[config.mk]
export PLATFORM = sky130hd
export DESIGN_NAME = dns_question_name_encoder_top
export DESIGN_NICKNAME = d
export VERILOG_FILES = /design/src/hdl/dnsqe_pkg.sv /design/src/hdl/dns_question_name_encoder_top.sv
export SDC_FILE = /design/constraint.sdc
export NUM_CORES = 1
export LEC_CHECK = 0
export ABC_AREA = 1
export BUFFER_PORTS_ARGS = -buffer_cell sky130_fd_sc_hd__buf_2
export CAP_MARGIN = 20
export CORE_MARGIN = 3
export CORE_UTILIZATION = 23
export CTS_CLUSTER_DIAMETER = 80
export CTS_CLUSTER_SIZE = 28
export DETAILED_ROUTE_END_ITERATION = 6
export PLACE_DENSITY = 0.36
export SLEW_MARGIN = 20
export SYNTH_ARGS = -nofsm -noshare
export SYNTH_HDL_FRONTEND = slang
export SYNTH_SLANG_ARGS = --single-unit
[constraint.sdc]
create_clock -name clk -period 3.5 [get_ports clk]
set_clock_uncertainty 0.2 [all_clocks]
set_input_delay 0.7 -clock clk [delete_from_list [all_inputs] [get_ports clk]]
set_output_delay 0.7 -clock clk [all_outputs]
set_load 0.005 [all_outputs]
[src/hdl/dnsqe_pkg.sv]
package dnsqe_pkg;

    localparam int STORE_DEPTH = 64;
    localparam int STORE_AW    = 6;

    localparam logic [7:0]  DOT_CHAR       = 8'h2E;
    localparam logic [15:0] QCLASS_IN      = 16'd1;
    localparam logic [15:0] QUERY_TYPE_RST = 16'd1;

    typedef enum logic [1:0] {
        ACT_BYTE    = 2'd0,
        ACT_CLOSE   = 2'd1,
        ACT_TRAILER = 2'd2
    } action_t;

    typedef enum logic [1:0] {
        STAT_OK        = 2'd0,
        STAT_LABEL_LEN = 2'd1,
        STAT_NAME_LEN  = 2'd2
    } status_t;

    typedef enum logic [1:0] {
        ST_IDLE,
        ST_LEN,
        ST_DATA,
        ST_TRL
    } state_t;

    // beat index within the five-byte trailer
    typedef enum logic [2:0] {
        TRL_ZERO    = 3'd0,
        TRL_TYPE_HI = 3'd1,
        TRL_TYPE_LO = 3'd2,
        TRL_CLS_HI  = 3'd3,
        TRL_CLS_LO  = 3'd4
    } trl_beat_t;

endpackage

[src/hdl/dns_question_name_encoder_top.sv]
// Encodes a dotted domain name, one byte per input beat, into the wire form of a
// query question: length-prefixed labels, a zero byte, the query type and class 1.
// Name bytes go into a 64-entry label memory, one beat per cycle with no output.
// A dot or a close beat with bytes held and no error sends the label out: its
// length byte, then each held byte, read from the memory one at a time. A trailer
// sends five output beats (one zero byte when in error). Output stalls hold the
// output back. The input is not ready while a label or trailer is being sent out.
module dns_question_name_encoder_top
    import dnsqe_pkg::*;
#(
    parameter int MAX_LABEL = 63,
    parameter int MAX_NAME  = 255
) (
    input  logic        clk,
    input  logic        rst_n,

    input  logic        in_valid,
    output logic        in_ready,
    input  logic [1:0]  action,
    input  logic [7:0]  in_byte,

    output logic        out_valid,
    input  logic        out_ready,
    output logic [7:0]  out_byte,
    output logic        run_end,
    output logic [1:0]  status,
    output logic [8:0]  question_length,

    input  logic        cfg_valid,
    output logic        cfg_ready,
    input  logic [15:0] cfg_data
);

    logic [7:0] label_mem [STORE_DEPTH];
    logic [7:0] rd_data_reg;

    state_t              state_reg,  state_next;
    logic [STORE_AW-1:0] idx_reg,    idx_next;
    logic [STORE_AW-1:0] label_cnt_reg, label_cnt_next;
    logic [8:0]          total_reg,  total_next;
    logic [1:0]          err_reg,    err_next;
    logic [1:0]          trl_err_reg, trl_err_next;
    logic [8:0]          trl_qlen_reg, trl_qlen_next;
    logic [2:0]          trl_idx_reg, trl_idx_next;
    logic [15:0]         query_type_reg;

    logic                out_valid_reg, out_valid_next;
    logic [7:0]          out_byte_reg,  out_byte_next;
    logic                run_end_reg,   run_end_next;
    logic [1:0]          status_reg,    status_next;
    logic [8:0]          qlen_reg,      qlen_next;

    logic                in_fire;
    logic                slot_free;
    logic                load;
    logic                wr_en;
    logic                rd_en;
    logic [STORE_AW-1:0] rd_addr;
    logic [9:0]          name_need;

    assign in_ready  = (state_reg == ST_IDLE);
    assign in_fire   = in_valid && in_ready;
    assign slot_free = !out_valid_reg || out_ready;
    assign cfg_ready = 1'b1;

    // bytes emitted so far plus held label, the new byte, its length byte and the terminator
    assign name_need = {1'b0, total_reg} + {4'b0, label_cnt_reg} + 10'd3;

    always_comb
    begin
        state_next     = state_reg;
        idx_next       = idx_reg;
        label_cnt_next = label_cnt_reg;
        total_next     = total_reg;
        err_next       = err_reg;
        trl_err_next   = trl_err_reg;
        trl_qlen_next  = trl_qlen_reg;
        trl_idx_next   = trl_idx_reg;
        load           = 1'b0;
        wr_en          = 1'b0;
        rd_en          = 1'b0;
        rd_addr        = idx_reg;
        out_byte_next  = out_byte_reg;
        run_end_next   = run_end_reg;
        status_next    = status_reg;
        qlen_next      = qlen_reg;

        case (state_reg)
            ST_IDLE:
            begin
                if (in_fire)
                begin
                    case (action)
                        ACT_BYTE,
                        ACT_CLOSE:
                        begin
                            if (action == ACT_BYTE && in_byte != DOT_CHAR)
                            begin
                                if (err_reg != STAT_OK)
                                begin
                                    err_next = err_reg;
                                end
                                else if (label_cnt_reg >= STORE_AW'(MAX_LABEL))
                                begin
                                    err_next = STAT_LABEL_LEN;
                                end
                                else if (name_need > 10'(MAX_NAME))
                                begin
                                    err_next = STAT_NAME_LEN;
                                end
                                else
                                begin
                                    wr_en          = 1'b1;
                                    label_cnt_next = label_cnt_reg + 1'b1;
                                end
                            end
                            else if (err_reg == STAT_OK && label_cnt_reg != '0)
                            begin
                                total_next = total_reg + {3'b0, label_cnt_reg} + 9'd1;
                                state_next = ST_LEN;
                            end
                        end
                        ACT_TRAILER:
                        begin
                            trl_err_next   = err_reg;
                            trl_qlen_next  = total_reg + 9'd5;
                            trl_idx_next   = TRL_ZERO;
                            label_cnt_next = '0;
                            total_next     = '0;
                            err_next       = STAT_OK;
                            state_next     = ST_TRL;
                        end
                        default:
                        begin
                            state_next = ST_IDLE;
                        end
                    endcase
                end
            end
            ST_LEN:
            begin
                if (slot_free)
                begin
                    load          = 1'b1;
                    out_byte_next = {{(8-STORE_AW){1'b0}}, label_cnt_reg};
                    run_end_next  = 1'b0;
                    status_next   = STAT_OK;
                    qlen_next     = '0;
                    rd_en         = 1'b1;
                    rd_addr       = '0;
                    idx_next      = '0;
                    state_next    = ST_DATA;
                end
            end
            ST_DATA:
            begin
                if (slot_free)
                begin
                    load          = 1'b1;
                    out_byte_next = rd_data_reg;
                    status_next   = STAT_OK;
                    qlen_next     = '0;
                    if (idx_reg == label_cnt_reg - 1'b1)
                    begin
                        run_end_next   = 1'b1;
                        label_cnt_next = '0;
                        state_next     = ST_IDLE;
                    end
                    else
                    begin
                        run_end_next = 1'b0;
                        rd_en        = 1'b1;
                        rd_addr      = idx_reg + 1'b1;
                        idx_next     = idx_reg + 1'b1;
                    end
                end
            end
            ST_TRL:
            begin
                if (slot_free)
                begin
                    load         = 1'b1;
                    status_next  = trl_err_reg;
                    qlen_next    = '0;
                    run_end_next = 1'b0;
                    trl_idx_next = trl_idx_reg + 1'b1;
                    if (trl_err_reg != STAT_OK)
                    begin
                        out_byte_next = 8'h00;
                        run_end_next  = 1'b1;
                        state_next    = ST_IDLE;
                    end
                    else
                    begin
                        case (trl_idx_reg)
                            TRL_ZERO:    out_byte_next = 8'h00;
                            TRL_TYPE_HI: out_byte_next = query_type_reg[15:8];
                            TRL_TYPE_LO: out_byte_next = query_type_reg[7:0];
                            TRL_CLS_HI:  out_byte_next = QCLASS_IN[15:8];
                            TRL_CLS_LO:
                            begin
                                out_byte_next = QCLASS_IN[7:0];
                                run_end_next  = 1'b1;
                                qlen_next     = trl_qlen_reg;
                                state_next    = ST_IDLE;
                            end
                            default:
                            begin
                                out_byte_next = 8'h00;
                                state_next    = ST_IDLE;
                            end
                        endcase
                    end
                end
            end
            default:
            begin
                state_next = ST_IDLE;
            end
        endcase

        if (load)
        begin
            out_valid_next = 1'b1;
        end
        else if (out_ready)
        begin
            out_valid_next = 1'b0;
        end
        else
        begin
            out_valid_next = out_valid_reg;
        end
    end

    always_ff @(posedge clk or negedge rst_n)
    begin
        if (!rst_n)
        begin
            state_reg      <= ST_IDLE;
            label_cnt_reg  <= '0;
            total_reg      <= '0;
            err_reg        <= STAT_OK;
            out_valid_reg  <= 1'b0;
            query_type_reg <= QUERY_TYPE_RST;
        end
        else
        begin
            state_reg     <= state_next;
            label_cnt_reg <= label_cnt_next;
            total_reg     <= total_next;
            err_reg       <= err_next;
            out_valid_reg <= out_valid_next;
            if (cfg_valid && cfg_ready)
            begin
                query_type_reg <= cfg_data;
            end
        end
    end

    always_ff @(posedge clk)
    begin
        idx_reg      <= idx_next;
        trl_err_reg  <= trl_err_next;
        trl_qlen_reg <= trl_qlen_next;
        trl_idx_reg  <= trl_idx_next;
        out_byte_reg <= out_byte_next;
        run_end_reg  <= run_end_next;
        status_reg   <= status_next;
        qlen_reg     <= qlen_next;
    end

    // label memory, written while collecting, read while flushing
    always_ff @(posedge clk)
    begin
        if (wr_en)
        begin
            label_mem[label_cnt_reg] <= in_byte;
        end
        if (rd_en)
        begin
            rd_data_reg <= label_mem[rd_addr];
        end
    end

    assign out_valid       = out_valid_reg;
    assign out_byte        = out_byte_reg;
    assign run_end         = run_end_reg;
    assign status          = status_reg;
    assign question_length = qlen_reg;

endmodule

==> results of run 1 <==
per-layer routing:
layer / part of all wire [%] / track usage (%) / up-vias
met3: 5.2 / 2.22 / 83
met2: 45 / 22.8 / 463
met4: 1.8 / 3.34 / 0
li1: - / - / 9155
met5: 0 / 0 / -
met1: 48 / 20.3 / 9760
worst max-delay path: stages (launching register included):
cell	delay (ns)
dfrtp_1	0.37
inv_2	0.05
buf_6	0.13
ha_4	0.26
inv_2	0.03
nand2_1	0.05
nand2_1	0.04
nor2_1	0.08
nand2_1	0.08
nor2_2	0.10
nand3_2	0.12
nand3_2	0.12
nand3_4	0.13
buf_12	0.18
nand2_8	0.15
buf_16	0.20
buf_8	0.14
nand2_1	0.05
nand3_1	0.10
nand3_2	0.14
nand3_2	0.10
nand3_2	0.12
nand3_2	0.11
nand2_1	0.07
power breakdown:
part	internal, mW	switching [mW]	leakage, nW	total (mW)
clock	2.38	2.71	0.645	5.09
sequential	8.17	0.158	5.50	8.33
combinational	3.28	5.13	6.97	8.41
how the worst max path moves through the flow:
| stage | slack [ns] | cells past startpoint | startpoint | end |
|---|---|---|---|---|
| 2_1_floorplan | 0.20 | 17 | label_cnt_reg[1] | label_mem[11][0] |
| 3_3_place_gp | -0.34 | 17 | label_cnt_reg[1] | label_mem[45][5] |
| 3_5_place_dp | -0.35 | 17 | label_cnt_reg[1] | label_mem[49][1] |
| 4_1_cts | -0.005 | 23 | label_cnt_reg[1] | rd_data_reg[1] |
| 5_1_grt | -0.10 | 23 | label_cnt_reg[1] | rd_data_reg[3] |
| 6_report | 0.07 | 23 | label_cnt_reg[1] | rd_data_reg[1] |
cell usage after synthesis, types with 4 or more instances:
cell type	number	area [sq um]
nor2_1	113	424
inv_1	349	1310
dfrtp_1	35	876
a22oi_1	5	37.5
buf_2	84	420
xor2_1	12	105
o21ai_0	43	215
ha_1	26	325
buf_4	22	165
a21oi_1	17	85.1
inv_2	9	33.8
nand3b_1	161	1210
clkbuf_1	35	131
nand2_1	489	1840
nand3_1	579	2900
edfxtp_1	554	16600
dfxtp_1	6	120
nor3_1	4	20.0
o22ai_1	11	68.8
cell families after synthesis:
group / synth area share (%)
AO/OA/AOI/OAI: 1.90
XOR/XNOR: 0.417
adder cells (fa/ha/maj): 1.27
buffers and inverters: 7.73
flip-flops: 64.7
other: 0.0137
AND/OR/NAND/NOR: 24.0
final cells by class:
type	count	area (sq um)
Fill cell	12125	82800
Sequential cell	596	17700
Multi-Input combinational cell	1496	8830
Timing Repair Buffer	264	3080
Tap cell	1524	1910
Inverter	361	1370
Clock buffer	49	1080
Clock inverter	22	259
what timing repair did:
| action | CTS | global route |
|---|---|---|
| resized for setup | 163 | 164 |
| setup endpoints to repair | 480 | 430 |
| buffers inserted | 17 | 23 |
| gates cloned | 8 | 16 |
| pin swaps | 12 | 43 |
==> run metrics, run 1 <==
unrepaired setup endpoints after global routing=yes; share of synthesized flip-flops with an asynchronous set or reset=6.04%; number of port buffers=between 50 and 60; Routed WL per cell=around 21 microns; Final Wtd Congestion=between 0.8 and 0.9; Chip Height=roughly 350 microns; Final Setup Violations=0; CTS Buffer Depth=3; hold slack=around 0.038 ns; Mapped Cells=2,596; pin count of the biggest net entering global routing=74; Iteration-0 DRC Markers=roughly 1,500; Seq/Total Area, Yosys=between 60% and 70%; row count=125; Syn Std Cell Area=~0.027 sq mm; R2R Path Start=label_cnt_reg[1]; setup tns final=0 ns; global-route wire length before repair=about 130,000 microns; Final Util=a little under 30%; Max Cap Viol=0; most frequent cells in the layout=edfxtp_1 (554), nand2_1 (474), nand3_1 (452); Crit. End Element=register; CTS tree=built; outcome=complete, no violations; min Tclk post-route=about 3.4 ns; Worst-Margin Slew=between 1 and 1.5 ns; Area growth, synth to finish=25.3%; setup ws final=around 0.069 ns; Hold WC Path Type=in -> async; Post-Layout Cell Count=roughly 4,300; Total GRT Usage=about 14%; Post-synth EDFFs=554; Starting Density=between 20% and 30%; Slew Limit Fails=0; commonest non-fill, non-tap cell in the layout=edfxtp_1; Slew headroom=17.3%; placed inst area=around 0.030 sq mm; final instance area=approximately 0.034 sq mm; pwr dens=639 mW/mm^2; number of global-route vias before repair=between 15,000 and 20,000; #FFs+latches synth=596; worst endpoint required time=~3.7 ns; reg-to-reg endpoint=rd_data_reg[1]; CTS HTree Levels=2; Vias per Instance=~4.5; share of the clock period used by the worst path=between 90% and 100%; Distinct cells, synth=46; Root Buffer=clkbuf_16; path depth of the worst reg2reg path=23; Mapped Nets=2,654; Post-Place Cells=4,179; CP Data Arrival Time=3.58 ns; crit path launch type=register; core area=roughly 0.12 sq mm; routed vias=19,461; Yosys warning total=0; Sink Count=around 600; peak supply drop=0.000311 V; Final ANT Viol Nets=0; hold buffers post-CTS=0; Total Nets Final=2,817; GRT Residual Overflow=0; crit-path max FO=7; critical path class=reg -> reg; max reg flops=~510; DRC=0; IO Pins=54; layout cells sized above 1=20.1%; total power=approximately 22 mW; Clk pin slew, worst setup/hold paths=0.08 ns; die area=~0.12 sq mm; worst skew pair latency=between 0.6 and 0.7 ns; leakage power total=13.1 nW; Place WS=-0.345 ns; Max Freq=around 0.29 GHz; DRT Pass-1 Iters=6; cts bufs inserted=40; Synth Area per Inst=around 11 sq um; Primary FF master, synth=edfxtp_1; initial antenna violation count=0; Final HPWL DP=between 50,000 and 60,000 microns; Die Wd=approximately 350 microns; WL final=92,000 microns; Ant. Diodes=0; R2R Setup Slk=slightly below 0.07 ns; Final Hold Viols=0
No activity file was read; power rests on OpenSTA's default activity.
==> run 2, diff against run 1 <==
--- a/config.mk
+++ b/config.mk
@@ -13,7 +13,9 @@
 export CTS_CLUSTER_DIAMETER = 80
 export CTS_CLUSTER_SIZE = 28
 export DETAILED_ROUTE_END_ITERATION = 6
+export MAX_ROUTING_LAYER = met4
 export PLACE_DENSITY = 0.36
+export SETUP_SLACK_MARGIN = 0.2
 export SLEW_MARGIN = 20
 export SYNTH_ARGS = -nofsm -noshare
 export SYNTH_HDL_FRONTEND = slang
==> run 2 against run 1 <==
Via count about the same. Flip-flop and latch count unchanged. Count of clock-buffer cells in the layout unchanged. Worst hold slack got worse by 0.0012 ns. Non-clock buffer count decreased by 3. Critical path depth increased by 1. Die area unchanged. Global-route usage increased by 0.86 points. Critical path type unchanged. Largest power group unchanged.
==> run metrics, run 2 (synthesized netlist as in run 1, its figures left out) <==
outcome=complete, no violations; CP Data Arrival Time=3.58 ns (about the same); pin count of the biggest net entering global routing=74 (unchanged); CTS Buffer Depth=3 (unchanged); commonest non-fill, non-tap cell in the layout=edfxtp_1; Total GRT Usage=15.2% (+0.86 points); Vias per Instance=4.51 (about the same); share of the clock period used by the worst path=98.2% (+0.22 points); Routed WL per cell=21.2 microns (-0.52%); Final HPWL DP=55,100 microns (unchanged); number of global-route vias before repair=19,631 (+1.7%); Starting Density=23.3% (unchanged); Worst-Margin Slew=1.19 ns (-0.0493 ns); Clk pin slew, worst setup/hold paths=0.08 ns (about the same); Total Nets Final=2,814 (-0.11%); CTS HTree Levels=2 (unchanged); Slew headroom=20.6% (+3.3 points); max reg flops=512 (unchanged); critical path class=reg -> reg; reg-to-reg endpoint=rd_data_reg[4]; min Tclk post-route=3.44 ns (+0.00768 ns); Crit. End Element=register; IO Pins=54 (unchanged); row count=125 (unchanged); path depth of the worst reg2reg path=24 (+4.3%); cts bufs inserted=40 (unchanged); global-route wire length before repair=134,000 microns (+2.5%); CP bufs+invs=7 (+1); crit-path max FO=7 (unchanged); Final ANT Viol Nets=0 (unchanged); R2R Setup Slk=0.06 ns (about the same); worst endpoint required time=3.64 ns (about the same); hold slack=0.0367 ns (-0.00120 ns); GRT Residual Overflow=0 (unchanged); die area=0.123 sq mm (unchanged); Final Setup Violations=0 (unchanged); R2R Path Start=label_cnt_reg[1]; CTS tree=built; leakage power total=13.2 nW (+0.70%); slowest stage delay, CP=0.37 ns (about the same); number of port buffers=52 (unchanged); unrepaired setup endpoints after global routing=yes; Slew Limit Fails=0 (unchanged); CP Cell Sequence=inv_2 -> buf_6 -> ha_4 -> inv_2 -> nand2_1 -> nand2_1 -> nor2_1 -> nand2_1 -> nor2_2 -> nand3_2 -> nand2_4 -> nand2_2 -> nand3_4 -> buf_12 -> buf_12 -> buf_16 -> buf_4 -> nand3b_1 -> nand3_2 -> nand3_2 -> nand3_4 -> nand3_4 -> nand3_2 -> nand2_1; WL final=91,400 microns (-0.56%); Area growth, synth to finish=25.8%; most frequent cells in the layout=edfxtp_1 (554), nand2_1 (480), nand3_1 (446); Max Cap Viol=0 (unchanged); placed inst area=0.0304 sq mm (unchanged); Worst path slowest cell=dfrtp_1; Max Freq=0.291 GHz (-0.22%); final instance area=0.0343 sq mm (+0.46%); DRT Pass-1 Iters=5 (-1); Final Hold Viols=0 (unchanged); worst skew pair latency=0.62 ns (about the same); initial antenna violation count=0 (unchanged); Hold WC Path Type=in -> async; DRC=0 (unchanged); routed vias=19,454 (-0.036%); core area=0.117 sq mm (unchanged); layout cells sized above 1=20.3% (+0.27 points); hold buffers post-CTS=0 (unchanged); Root Buffer=clkbuf_16; Top delay family on crit path=simple AND/OR/NAND/NOR gates; Sink Count=596 (unchanged); crit path launch type=register; pwr dens=635 mW/mm^2 (-0.58%); Final Wtd Congestion=0.853 (+1.5%); Iteration-0 DRC Markers=1,471 (-2.8%); peak supply drop=0.000312 V (+0.28%); Chip Height=350 microns (unchanged); Die Wd=350 microns (unchanged); fill count=12,107 (-0.15%)
[run 2: cell count changes in the layout (fill, tap and decap cells not counted), moves of 4 or more]
cell       before  now
nand3_2       115  124
nor2_4         58   63
buf_12         51   55
nand2_2        11    7
buf_6          14   27
nor2_1         52   48
buf_8           2    6
buf_16         10   20
nand3_1       452  446
clkbuf_16      55   42
nand2_1       474  480
buf_4         120   98
[run 2: cell type report]
cell class | instances | area [sq um] | area share [%]
inverter | 361 | 1370 | 3.99
clock buffer | 49 | 1080 | 3.13
timing repair buffer | 261 | 3190 | 9.28
multi-input combinational | 1496 | 8880 | 25.9
tap | 1524 | 1910 | 5.55
sequential | 596 | 17700 | 51.4
antenna | 1 | 2.50 | 0.00729
clock inverter | 22 | 259 | 0.754
[run 2: through the flow]
stage               TNS (ns)  power (mW)  utilization [%]  cells  setup WS (ns)
global route          -0.958        23.0             29.4   4309         -0.119
CTS                        0        21.9             29.0   4296         0.0679
global placement      -86.90        15.4             26.0   4179         -0.339
detailed placement    -92.27        15.3             26.0   4179         -0.345
finish                     0        21.8             29.4   4310         0.0613
floorplan                  0        12.4                -   2596          0.199
[run 2: worst max-delay path by stage]
| stage | from | to | depth (start not counted) |
|---|---|---|---|
| after floorplan | label_cnt_reg[1] | label_mem[11][0] | 17 |
| after global placement | label_cnt_reg[1] | label_mem[45][5] | 17 |
| after detailed placement | label_cnt_reg[1] | label_mem[49][1] | 17 |
| after CTS | label_cnt_reg[1] | rd_data_reg[4] | 24 |
| after global routing | label_cnt_reg[1] | rd_data_reg[0] | 24 |
| final | label_cnt_reg[1] | rd_data_reg[4] | 24 |
[run 2: power breakdown]
part	total (mW)	switching [mW]	internal (mW)
sequential	8.33	0.159	8.18
combinational	8.38	5.10	3.28
clock	5.09	2.71	2.38
total	21.8	7.97	13.8
[run 2: per-layer routing]
| layer | share of wire, % | global-route usage, % | routed length, microns | vias to the layer above |
|---|---|---|---|---|
| li1 | - | - | - | 9171 |
| met1 | 47 | 20.8 | 43200 | 9710 |
| met2 | 45 | 23.5 | 41400 | 471 |
| met3 | 5.4 | 2.42 | 4900 | 102 |
| met4 | 2.2 | 3.34 | 2010 | 0 |
| met5 | 0 | - | 0 | - |
[run 2: timing repair]
action	CTS	global route
gates cloned	17	1
gates resized for setup	301	66
pin swaps	46	28
buffers inserted	29	12
setup endpoints to repair	520	520
